### src/hw/rtl/png_stored_stream_encoder_top_assert.svh
// Assertion macros for the PNG stored stream encoder
`ifndef PNG_STORED_STREAM_ENCODER_TOP_ASSERT_SVH
`define PNG_STORED_STREAM_ENCODER_TOP_ASSERT_SVH
// implication checked at every clock edge outside reset
`define PSE_ASSERT_IMP(label, a, c) \
    label: assert property (@(posedge clk) disable iff (!rst_n) (a) |-> (c)) \
        else $error("%s failed", "label");
// next-cycle implication
`define PSE_ASSERT_NEXT(label, a, c) \
    label: assert property (@(posedge clk) disable iff (!rst_n) (a) |=> (c)) \
        else $error("%s failed", "label");
`endif

### src/hw/rtl/pse_pkg.sv
// ----------------------------------------------------------------------------
// pse_pkg
// Shared constants and helpers of the PNG stored stream encoder.
// ----------------------------------------------------------------------------
package pse_pkg;
    localparam int MAX_SIDE    = 16384;
    localparam int BLOCK_LIMIT = 65535;
    localparam int CFG_W       = 15;
    localparam int SIDE_W      = 15;
    localparam logic [31:0] CRC_POLY = 32'hEDB88320;
    localparam logic [16:0] ADLER_MOD = 17'd65521;

    // register indexes
    localparam logic CFG_WIDTH  = 1'b0;
    localparam logic CFG_HEIGHT = 1'b1;

    // output item of the encoder
    typedef struct packed {
        logic [7:0] out_byte;
        logic       run_last;
        logic       file_end;
    } pse_out_t;

    // pixel item
    typedef struct packed {
        logic [7:0] red;
        logic [7:0] green;
        logic [7:0] blue;
        logic [7:0] alpha;
    } pse_in_t;

    // byte of the fixed IEND chunk (index 0..11)
    function automatic logic [7:0] iend_byte(input logic [3:0] idx);
        logic [7:0] b;
        unique case (idx)
            4'd4:    b = 8'h49;
            4'd5:    b = 8'h45;
            4'd6:    b = 8'h4E;
            4'd7:    b = 8'h44;
            4'd8:    b = 8'hAE;
            4'd9:    b = 8'h42;
            4'd10:   b = 8'h60;
            4'd11:   b = 8'h82;
            default: b = 8'h00;
        endcase
        return b;
    endfunction
endpackage

### src/hw/rtl/pse_stream_if.sv
// ----------------------------------------------------------------------------
// pse_stream_if
// Valid/ready channels carrying a pixel (pse_in_t) or an output byte item (pse_out_t).
// ----------------------------------------------------------------------------
interface pse_pix_if;
    import pse_pkg::*;
    logic    valid;
    logic    ready;
    pse_in_t data;
    modport source (output valid, output data, input ready);
    modport sink   (input valid, input data, output ready);
endinterface

interface pse_byte_if;
    import pse_pkg::*;
    logic     valid;
    logic     ready;
    pse_out_t data;
    modport source (output valid, output data, input ready);
    modport sink   (input valid, input data, output ready);
endinterface

### src/hw/rtl/pse_crc_unit.sv
// ----------------------------------------------------------------------------
// pse_crc_unit
// Byte-wide CRC-32 and Adler-32 update unit, one byte per request.
// ----------------------------------------------------------------------------
module pse_crc_unit
    import pse_pkg::*;
(
    input  logic        clk,
    input  logic        rst_n,
    input  logic        crc_init,
    input  logic        crc_en,
    input  logic        adl_init,
    input  logic        adl_en,
    input  logic [7:0]  din,
    output logic [31:0] crc,
    output logic [15:0] adl_low,
    output logic [15:0] adl_high
);
    logic [31:0] crc_reg, crc_next;
    logic [15:0] lo_reg, lo_next, hi_reg, hi_next;
    logic [16:0] lo_sum, hi_sum;

    // eight bit steps of the reflected CRC
    always_comb
    begin
        crc_next = crc_reg ^ {24'd0, din};
        for (int k = 0; k < 8; k++)
            crc_next = crc_next[0] ? (CRC_POLY ^ (crc_next >> 1)) : (crc_next >> 1);
    end

    // modular sums, operands stay below the modulus
    always_comb
    begin
        lo_sum  = {1'b0, lo_reg} + {9'd0, din};
        lo_next = (lo_sum >= ADLER_MOD) ? 16'(lo_sum - ADLER_MOD) : lo_sum[15:0];
        hi_sum  = {1'b0, hi_reg} + {1'b0, lo_next};
        hi_next = (hi_sum >= ADLER_MOD) ? 16'(hi_sum - ADLER_MOD) : hi_sum[15:0];
    end

    always_ff @(posedge clk or negedge rst_n)
    begin
        if (!rst_n)
        begin
            crc_reg <= '1;
            lo_reg  <= 16'd1;
            hi_reg  <= '0;
        end
        else
        begin
            if (crc_init)
                crc_reg <= '1;
            else if (crc_en)
                crc_reg <= crc_next;
            if (adl_init)
            begin
                lo_reg <= 16'd1;
                hi_reg <= '0;
            end
            else if (adl_en)
            begin
                lo_reg <= lo_next;
                hi_reg <= hi_next;
            end
        end
    end

    assign crc      = crc_reg;
    assign adl_low  = lo_reg;
    assign adl_high = hi_reg;
endmodule

### src/hw/rtl/png_stored_stream_encoder_top.sv
// Flow: a pixel is accepted in ST_IDLE, then its 4 raw bytes (5 with the row
// filter byte) leave at one byte per cycle while the output is ready; a block
// header adds 5 bytes. The first pixel of a file adds 43 header bytes, the last one
// adds 20 trailer bytes. A new pixel is accepted only once all bytes of the last
// one have left the sequencer.
// Reset: asynchronous active low; the next pixel starts a new file.
// ----------------------------------------------------------------------------
// png_stored_stream_encoder_top
// Byte sequencer that wraps RGBA pixels into a PNG file of stored blocks.
// ----------------------------------------------------------------------------
module png_stored_stream_encoder_top
    import pse_pkg::*;
(
    input  logic              clk,
    input  logic              rst_n,
    input  logic              cfg_we,
    input  logic              cfg_index,
    input  logic [CFG_W-1:0]  cfg_data,
    pse_pix_if.sink           pix,
    pse_byte_if.source        bytes
);
    `include "png_stored_stream_encoder_top_assert.svh"

    typedef enum logic [6:0] {
        ST_IDLE  = 7'b0000001,
        ST_HEAD  = 7'b0000010,
        ST_BHDR  = 7'b0000100,
        ST_RAW   = 7'b0001000,
        ST_TAIL  = 7'b0010000,
        ST_WAIT  = 7'b0100000,
        ST_CALC  = 7'b1000000
    } state_t;

    state_t state_reg, state_next;

    logic [CFG_W-1:0] width_cfg_reg, height_cfg_reg;
    logic [SIDE_W-1:0] lat_w_reg, lat_h_reg;
    logic [13:0] col_reg, row_reg;
    logic [15:0] blk_left_reg;
    logic [31:0] raw_left_reg;
    logic [31:0] idat_len_reg;
    logic        in_file_reg;
    logic [5:0]  idx_reg;
    logic [2:0]  rawi_reg;   // 0 filter, 1..4 components
    logic [31:0] pix_reg;
    logic        o_valid_reg;
    pse_out_t    o_reg;
    // IDAT length computation: raw size plus rounding, then block count
    logic [31:0] rem_reg;
    logic [15:0] nblk_reg;
    logic [1:0]  calc_reg;
    logic [16:0] blk_fold;

    logic        crc_init, crc_en, adl_init, adl_en;
    logic [7:0]  unit_din;
    logic [31:0] crc;
    logic [15:0] adl_low, adl_high;

    pse_crc_unit u_crc (
        .clk(clk), .rst_n(rst_n), .crc_init(crc_init), .crc_en(crc_en),
        .adl_init(adl_init), .adl_en(adl_en), .din(unit_din), .crc(crc),
        .adl_low(adl_low), .adl_high(adl_high)
    );

    // a byte may be emitted when the output register is empty or drains
    logic emit_ok;
    assign emit_ok = !o_valid_reg || bytes.ready;
    assign pix.ready = (state_reg == ST_IDLE);
    assign bytes.valid = o_valid_reg;
    assign bytes.data  = o_reg;

    logic [31:0] raw_total;
    logic [15:0] blk_size;
    logic        last_pix;
    assign raw_total = 32'(lat_h_reg) * (32'd1 + {15'd0, lat_w_reg, 2'b00});
    assign blk_size  = (raw_left_reg > 32'(BLOCK_LIMIT)) ? 16'(BLOCK_LIMIT) : raw_left_reg[15:0];
    assign last_pix  = ({1'b0, col_reg} + 15'd1 >= lat_w_reg) &&
                       ({1'b0, row_reg} + 15'd1 >= lat_h_reg);
    // BLOCK_LIMIT is 2^16-1: fold the high half onto the low half
    assign blk_fold  = {1'b0, rem_reg[31:16]} + {1'b0, rem_reg[15:0]};

    // header byte by index (signature, IHDR, IDAT length/type, zlib)
    logic [7:0] head_byte;
    logic       head_crc;
    always_comb
    begin
        head_crc = 1'b0;
        unique case (idx_reg)
            6'd0:  head_byte = 8'd137;
            6'd1:  head_byte = 8'd80;
            6'd2:  head_byte = 8'd78;
            6'd3:  head_byte = 8'd71;
            6'd4:  head_byte = 8'd13;
            6'd5:  head_byte = 8'd10;
            6'd6:  head_byte = 8'd26;
            6'd7:  head_byte = 8'd10;
            6'd8, 6'd9, 6'd10: head_byte = 8'd0;
            6'd11: head_byte = 8'd13;
            6'd12: begin head_byte = 8'h49; head_crc = 1'b1; end
            6'd13: begin head_byte = 8'h48; head_crc = 1'b1; end
            6'd14: begin head_byte = 8'h44; head_crc = 1'b1; end
            6'd15: begin head_byte = 8'h52; head_crc = 1'b1; end
            6'd16, 6'd17: begin head_byte = 8'd0; head_crc = 1'b1; end
            6'd18: begin head_byte = {1'b0, lat_w_reg[14:8]}; head_crc = 1'b1; end
            6'd19: begin head_byte = lat_w_reg[7:0]; head_crc = 1'b1; end
            6'd20, 6'd21: begin head_byte = 8'd0; head_crc = 1'b1; end
            6'd22: begin head_byte = {1'b0, lat_h_reg[14:8]}; head_crc = 1'b1; end
            6'd23: begin head_byte = lat_h_reg[7:0]; head_crc = 1'b1; end
            6'd24: begin head_byte = 8'd8; head_crc = 1'b1; end
            6'd25: begin head_byte = 8'd6; head_crc = 1'b1; end
            6'd26, 6'd27, 6'd28: begin head_byte = 8'd0; head_crc = 1'b1; end
            6'd29: head_byte = ~crc[31:24];
            6'd30: head_byte = ~crc[23:16];
            6'd31: head_byte = ~crc[15:8];
            6'd32: head_byte = ~crc[7:0];
            6'd33: head_byte = idat_len_reg[31:24];
            6'd34: head_byte = idat_len_reg[23:16];
            6'd35: head_byte = idat_len_reg[15:8];
            6'd36: head_byte = idat_len_reg[7:0];
            6'd37: begin head_byte = 8'h49; head_crc = 1'b1; end
            6'd38: begin head_byte = 8'h44; head_crc = 1'b1; end
            6'd39: begin head_byte = 8'h41; head_crc = 1'b1; end
            6'd40: begin head_byte = 8'h54; head_crc = 1'b1; end
            6'd41: begin head_byte = 8'h78; head_crc = 1'b1; end
            6'd42: begin head_byte = 8'h01; head_crc = 1'b1; end
            default: head_byte = 8'd0;
        endcase
    end

    // block header byte by index
    logic [7:0] bhdr_byte;
    always_comb
    begin
        unique case (idx_reg[2:0])
            3'd0:    bhdr_byte = {7'd0, raw_left_reg <= 32'(BLOCK_LIMIT)};
            3'd1:    bhdr_byte = blk_size[7:0];
            3'd2:    bhdr_byte = blk_size[15:8];
            3'd3:    bhdr_byte = ~blk_size[7:0];
            default: bhdr_byte = ~blk_size[15:8];
        endcase
    end

    // raw byte: filter byte or a component
    logic [7:0] raw_byte;
    always_comb
    begin
        unique case (rawi_reg)
            3'd1:    raw_byte = pix_reg[31:24];
            3'd2:    raw_byte = pix_reg[23:16];
            3'd3:    raw_byte = pix_reg[15:8];
            3'd4:    raw_byte = pix_reg[7:0];
            default: raw_byte = 8'd0;
        endcase
    end

    // trailer: Adler (with CRC), IDAT CRC, IEND
    logic [7:0] tail_byte;
    always_comb
    begin
        if (idx_reg < 6'd4)
        begin
            unique case (idx_reg[1:0])
                2'd0: tail_byte = adl_high[15:8];
                2'd1: tail_byte = adl_high[7:0];
                2'd2: tail_byte = adl_low[15:8];
                default: tail_byte = adl_low[7:0];
            endcase
        end
        else if (idx_reg < 6'd8)
        begin
            // CRC holds still once the Adler bytes are in
            unique case (idx_reg[1:0])
                2'd0: tail_byte = ~crc[31:24];
                2'd1: tail_byte = ~crc[23:16];
                2'd2: tail_byte = ~crc[15:8];
                default: tail_byte = ~crc[7:0];
            endcase
        end
        else
            tail_byte = iend_byte(4'(idx_reg - 6'd8));
    end

    // sequencer
    logic [7:0] emit_byte;
    logic       emit, emit_last, emit_end;
    always_comb
    begin
        state_next = state_reg;
        emit = 1'b0; emit_byte = 8'd0; emit_last = 1'b0; emit_end = 1'b0;
        crc_init = 1'b0; crc_en = 1'b0; adl_init = 1'b0; adl_en = 1'b0;
        unit_din = 8'd0;
        unique case (state_reg)
            ST_IDLE:
            begin
                if (pix.valid)
                    state_next = in_file_reg ? ST_RAW : ST_CALC;
            end
            ST_CALC: if (calc_reg == 2'd2) state_next = ST_HEAD;
            ST_HEAD:
            begin
                emit_byte = head_byte;
                unit_din  = head_byte;
                if (emit_ok)
                begin
                    emit = 1'b1;
                    crc_en = head_crc;
                    crc_init = (idx_reg == 6'd11) || (idx_reg == 6'd36);
                    if (idx_reg == 6'd42)
                    begin
                        adl_init = 1'b1;
                        state_next = ST_RAW;
                    end
                end
            end
            ST_BHDR:
            begin
                emit_byte = bhdr_byte;
                unit_din  = bhdr_byte;
                if (emit_ok)
                begin
                    emit = 1'b1; crc_en = 1'b1;
                    if (idx_reg[2:0] == 3'd4) state_next = ST_RAW;
                end
            end
            ST_RAW:
            begin
                if (blk_left_reg == 16'd0)
                    state_next = ST_BHDR;
                else
                begin
                    emit_byte = raw_byte;
                    unit_din  = raw_byte;
                    emit_last = (rawi_reg == 3'd4) && !last_pix;
                    if (emit_ok)
                    begin
                        emit = 1'b1; crc_en = 1'b1; adl_en = 1'b1;
                        if (rawi_reg == 3'd4)
                            state_next = last_pix ? ST_WAIT : ST_IDLE;
                    end
                end
            end
            ST_WAIT: state_next = ST_TAIL;
            ST_TAIL:
            begin
                emit_byte = tail_byte;
                unit_din  = tail_byte;
                emit_last = (idx_reg == 6'd19);
                emit_end  = emit_last;
                if (emit_ok)
                begin
                    emit = 1'b1;
                    crc_en = (idx_reg < 6'd4);
                    if (idx_reg == 6'd19) state_next = ST_IDLE;
                end
            end
            default: state_next = ST_IDLE;
        endcase
    end

    // configuration registers
    always_ff @(posedge clk or negedge rst_n)
    begin
        if (!rst_n)
        begin
            width_cfg_reg  <= CFG_W'(2);
            height_cfg_reg <= CFG_W'(1);
        end
        else if (cfg_we)
        begin
            unique case (cfg_index)
                CFG_WIDTH:  width_cfg_reg  <= cfg_data;
                CFG_HEIGHT: height_cfg_reg <= cfg_data;
                default: ;
            endcase
        end
    end

    logic pix_acc;
    assign pix_acc = pix.valid && pix.ready;

    // control and datapath registers
    always_ff @(posedge clk or negedge rst_n)
    begin
        if (!rst_n)
        begin
            state_reg    <= ST_IDLE;
            in_file_reg  <= 1'b0;
            o_valid_reg  <= 1'b0;
            col_reg      <= '0;
            row_reg      <= '0;
            blk_left_reg <= '0;
            raw_left_reg <= '0;
            idx_reg      <= '0;
            rawi_reg     <= '0;
            pix_reg      <= '0;
            lat_w_reg    <= '0;
            lat_h_reg    <= '0;
            rem_reg      <= '0;
            nblk_reg     <= '0;
            calc_reg     <= '0;
            idat_len_reg <= '0;
        end
        else
        begin
            state_reg <= state_next;
            if (emit)
                o_valid_reg <= 1'b1;
            else if (bytes.ready)
                o_valid_reg <= 1'b0;

            if (pix_acc)
            begin
                rawi_reg <= (col_reg == 14'd0 || !in_file_reg) ? 3'd0 : 3'd1;
                idx_reg  <= '0;
                pix_reg  <= pix.data;
                if (!in_file_reg)
                begin
                    lat_w_reg <= (width_cfg_reg < 15'd2) ? 15'd2 :
                        (width_cfg_reg > 15'(MAX_SIDE)) ? 15'(MAX_SIDE) : width_cfg_reg;
                    lat_h_reg <= (height_cfg_reg < 15'd1) ? 15'd1 :
                        (height_cfg_reg > 15'(MAX_SIDE)) ? 15'(MAX_SIDE) : height_cfg_reg;
                    col_reg  <= '0;
                    row_reg  <= '0;
                    calc_reg <= '0;
                end
            end

            // raw size, block count rounded up, then IDAT length
            if (state_reg == ST_CALC)
            begin
                calc_reg <= calc_reg + 2'd1;
                unique case (calc_reg)
                    2'd0:
                    begin
                        rem_reg      <= raw_total + 32'(BLOCK_LIMIT - 1);
                        raw_left_reg <= raw_total;
                        blk_left_reg <= '0;
                    end
                    2'd1:
                    begin
                        nblk_reg <= rem_reg[31:16] +
                                    ((blk_fold >= 17'd131070) ? 16'd2 :
                                     (blk_fold >= 17'd65535)  ? 16'd1 : 16'd0);
                    end
                    default:
                    begin
                        idat_len_reg <= raw_left_reg + 32'd6 + 32'(nblk_reg) * 32'd5;
                        in_file_reg  <= 1'b1;
                    end
                endcase
            end

            if (emit)
            begin
                if (state_reg == ST_RAW)
                begin
                    rawi_reg <= rawi_reg + 3'd1;
                    blk_left_reg <= blk_left_reg - 16'd1;
                    raw_left_reg <= raw_left_reg - 32'd1;
                    if (rawi_reg == 3'd4)
                    begin
                        if ({1'b0, col_reg} + 15'd1 >= lat_w_reg)
                        begin
                            col_reg <= '0;
                            row_reg <= row_reg + 14'd1;
                        end
                        else
                            col_reg <= col_reg + 14'd1;
                    end
                end
                else if (state_reg == ST_BHDR && idx_reg[2:0] == 3'd4)
                begin
                    blk_left_reg <= blk_size;
                    idx_reg <= '0;
                end
                else if (state_reg == ST_HEAD && idx_reg == 6'd42)
                    idx_reg <= '0;
                else if (state_reg == ST_TAIL && idx_reg == 6'd19)
                begin
                    idx_reg <= '0;
                    in_file_reg <= 1'b0;
                end
                else
                    idx_reg <= idx_reg + 6'd1;
            end
        end
    end

    always_ff @(posedge clk)
    begin
        if (emit)
        begin
            o_reg.out_byte <= emit_byte;
            o_reg.run_last <= emit_last;
            o_reg.file_end <= emit_end;
        end
    end

    `PSE_ASSERT_IMP(a_no_overwrite, o_valid_reg && !bytes.ready, !emit)
    `PSE_ASSERT_IMP(a_ready_idle, pix.ready, !emit)
    `PSE_ASSERT_NEXT(a_end_last, emit && emit_end, o_reg.run_last)
endmodule
### src/flat_wrapper.sv
// flat-port wrapper written by rule: the top's interface ports become plain ports
module png_stored_stream_encoder_top_flat import pse_pkg::*;
  (clk, rst_n, cfg_we, cfg_index, cfg_data, pix_valid, pix_data, pix_ready, bytes_valid, bytes_data, bytes_ready);
  pse_pix_if pix_i ();
  pse_byte_if bytes_i ();
  input  logic clk;
  input  logic rst_n;
  input  logic cfg_we;
  input  logic cfg_index;
  input  logic [CFG_W-1:0] cfg_data;
  input wire logic [$bits(pix_i.valid)-1:0] pix_valid;
  input wire logic [$bits(pix_i.data)-1:0] pix_data;
  output wire logic [$bits(pix_i.ready)-1:0] pix_ready;
  output wire logic [$bits(bytes_i.valid)-1:0] bytes_valid;
  output wire logic [$bits(bytes_i.data)-1:0] bytes_data;
  input wire logic [$bits(bytes_i.ready)-1:0] bytes_ready;
  assign pix_i.valid = pix_valid;
  assign pix_i.data = pix_data;
  assign pix_ready = pix_i.ready;
  assign bytes_valid = bytes_i.valid;
  assign bytes_data = bytes_i.data;
  assign bytes_i.ready = bytes_ready;
  png_stored_stream_encoder_top u_core (.clk(clk), .rst_n(rst_n), .cfg_we(cfg_we), .cfg_index(cfg_index), .cfg_data(cfg_data), .pix(pix_i), .bytes(bytes_i));
endmodule
### config.mk
export PLATFORM = sky130hd
export DESIGN_NAME = png_stored_stream_encoder_top_flat
export DESIGN_NICKNAME = d
export VERILOG_FILES = /design/src/hw/rtl/pse_pkg.sv /design/src/hw/rtl/pse_stream_if.sv /design/src/hw/rtl/pse_crc_unit.sv /design/src/hw/rtl/png_stored_stream_encoder_top.sv /design/src/flat_wrapper.sv
export VERILOG_INCLUDE_DIRS = /design/src /design/src/hw/rtl
export SDC_FILE = /design/constraint.sdc
export NUM_CORES = 2
export LEC_CHECK = 0
export BUFFER_PORTS_ARGS = -buffer_cell sky130_fd_sc_hd__buf_2
export CORE_MARGIN = 2
export CORE_UTILIZATION = 31
export DETAILED_ROUTE_END_ITERATION = 10
export RECOVER_POWER = 100
export SETUP_SLACK_MARGIN = 0.2
export SYNTH_ARGS = -nofsm -noshare
export SYNTH_HDL_FRONTEND = slang
export SYNTH_HIERARCHICAL = 1
export SYNTH_SLANG_ARGS = --single-unit
### constraint.sdc
create_clock -name clk -period 8 [get_ports clk]
set_input_delay 0.8 -clock clk [delete_from_list [all_inputs] [get_ports clk]]
set_output_delay 0.8 -clock clk [all_outputs]
set_load 0.02 [all_outputs]
==> metrics.csv <==
metric;value;unit
endpoint_kind;flop;
finalCritPeriodShare;1.04;
rows;118;
p_leak;18.0;nW
dieHeight;328;um
grt_util_all_layers;0.206;
drive_above_1_share;0.194;
root_buffer;clkbuf_16;
ys.flop_type;dfrtp_1;
wl;112000;um
grt_setup_unrepaired;yes;
dieArea;108000;um2
finalNonFillerCells;5500;
initial_core_util;0.313;
wl_per_cell;20.3;um
cp_max_fo;6;
nNetsFinal;4591;
syn_nets;4239;
clock.fmax;120;MHz
dpl_cell_area;37000;um2
slew_viol_final;621;
hold_ws;453;ps
violations;max-capacitance violations, max-slew violations, negative setup slack;
synth_area_leaders;dfrtp_1, fa_1, ha_1;
cts_made_buffers;41;
clockBufferDepth;3;
via_per_inst;5.28;
hpwl;87800;um
start_kind;flop;
maxCapViolCount;8;
syn_area;32500;um2
cts_tree;done;
synth_top_area_share;0.228;
yosys_warnings;6;
core_area;104000;um2
htreeDepth;2;
path_class;flop to flop;
critPathSlowestCell;or4_4;
grt_pass1_wl;173000;um
hold_buffers;0;
fp.dieW;328;um
ir_worst_vdd;0.258;mV
worst_slew_pin_slew;6160;ps
setup_violations;16;
place_inst;5402;
firstDrtPassIters;6;
postSynthAreaPerCell;8.71;um2
place_congestion;0.982;
layout_common_cells;buf_4, inv_1, nor2_1;
grt_pass1_vias;28625;
synthDistinctLibCells;108;
seq_area_frac_synth;0.266;
outcome;finished with violations;
setup-tns-final;-3410;ps
drc_errors;0;
max_slew_margin;-3.11;
synth-seq-cells;342;
antenna_left;0;
num_vias;29065;
async_flop_share;0.971;
nFillCells;10527;
critPathArrivalTime;8830;ps
overflow;0;
setup_ws;-347;ps
crit_required;8480;ps
drtIter0Drc;2453;
io_pins;65;
finalCriticalPeriod;8350;ps
portBuffers;64;
finalPower;10.1;mW
worstHoldPathType;primary input to flop;
synth_top_cell_by_area;dfrtp_1;
reg2reg_slack;-350;ps
max_stage_delay;490;ps
grt_max_degree;169;
hold_viol_final;0;
skew;15.8;ps
mostFrequentLayoutCell;buf_4;
cts.clk_slew.worst_paths;60;ps
clock-sinks;342;
clk_latency;580;ps
design_area;38800;um2
syn_inst;3736;
area_growth_syn_to_layout;19.4;%
synth_edf_count;10;
p_per_area;261;nW/um2
antenna_found_initial;2;
## final timing paths
kind | from | end | cells past startpoint
worst max-delay path | u_core/raw_left_reg[25] | u_core/u_crc/adl_high[15] | 32
worst min-delay path | pix_data[29] | u_core/pix_reg[29] | 2
worst max register to register | u_core/raw_left_reg[25] | u_core/u_crc/adl_high[15] | 32
worst min register to register | u_core/rem_reg[15] | u_core/rem_reg[15] | 2
max in group asynchronous | rst_n | u_core/row_reg[3] | 2
min in group asynchronous | rst_n | u_core/u_crc/adl_high[15] | 1
## where the power goes
part           internal (mW)  switching, mW  total [mW]
Clock                   1.12          0.813        1.93
Sequential              2.21          0.510        2.72
Combinational           2.46           3.04        5.50
## metal layers
layer  global-route usage  up-vias  wire [um]
met5                    0        -         12
met4               0.0788        2       4640
met3               0.0306      223       7000
met2                0.324      928      50200
met1                0.286    14321      49900
li1                     -    13591          -
## synthesized netlist by cell type (all sizes together) (76+ instances only)
library cell  count
o21ai           213
clkbuf          141
inv             389
ha              250
nand2           350
nand3            76
nor2            364
fa              200
mux2             82
xnor2           144
dfrtp           296
xor2             93
a21oi           182
## what timing repair did
item / CTS / global route
gates cloned: 1 / 2
pin swaps: 21 / 30
setup endpoints to repair: 16 / 18
gates resized for setup: 44 / 32
setup buffers: 9 / 11
endpoints found under the hold margin: 0 / 0
## cells by family (layout without fill, tap and decap cells)
| kind of cell | after synthesis | after routing | share of synthesized area |
|---|---|---|---|
| compound gates | 836 | 837 | 0.174 |
| flops | 342 | 342 | 0.266 |
| xor+xnor | 237 | 237 | 0.0638 |
| buf+inv | 572 | 953 | 0.0667 |
| simple gates | 1201 | 1201 | 0.176 |
| mux | 97 | 97 | 0.0338 |
| other cells | 0 | 2 | 0 |
| fa+ha+maj | 451 | 451 | 0.220 |
## critical path: cells and delay by family (launching register included)
family          cells  cell delay [ps]
simple gates       13             3240
compound gates      9             2540
fa+ha+maj           3              960
buf+inv             5              730
flops               1              410
mux                 1              210
xor+xnor            1              160
## cell type report
cell class	instances	area [um2]	area share
Tap cell	1380	1730	0.0445
Antenna cell	2	5.00	0.000129
Multi-Input combinational cell	2823	22100	0.569
Sequential cell	342	8650	0.223
Inverter	401	1520	0.0391
Clock buffer	55	1120	0.0288
Timing Repair Buffer	479	3490	0.0900
Clock inverter	18	223	0.00574
## per-stage QoR
| step | utilization | setup WS [ps] |
|---|---|---|
| after floorplan | - | 7.22 |
| final | 0.374 | -347 |
| after detailed placement | 0.357 | -295 |
| after global placement | 0.357 | -136 |
| after CTS | 0.372 | -132 |
| after global routing | 0.374 | -628 |
Note: power is estimated with default switching activity, not from simulation.
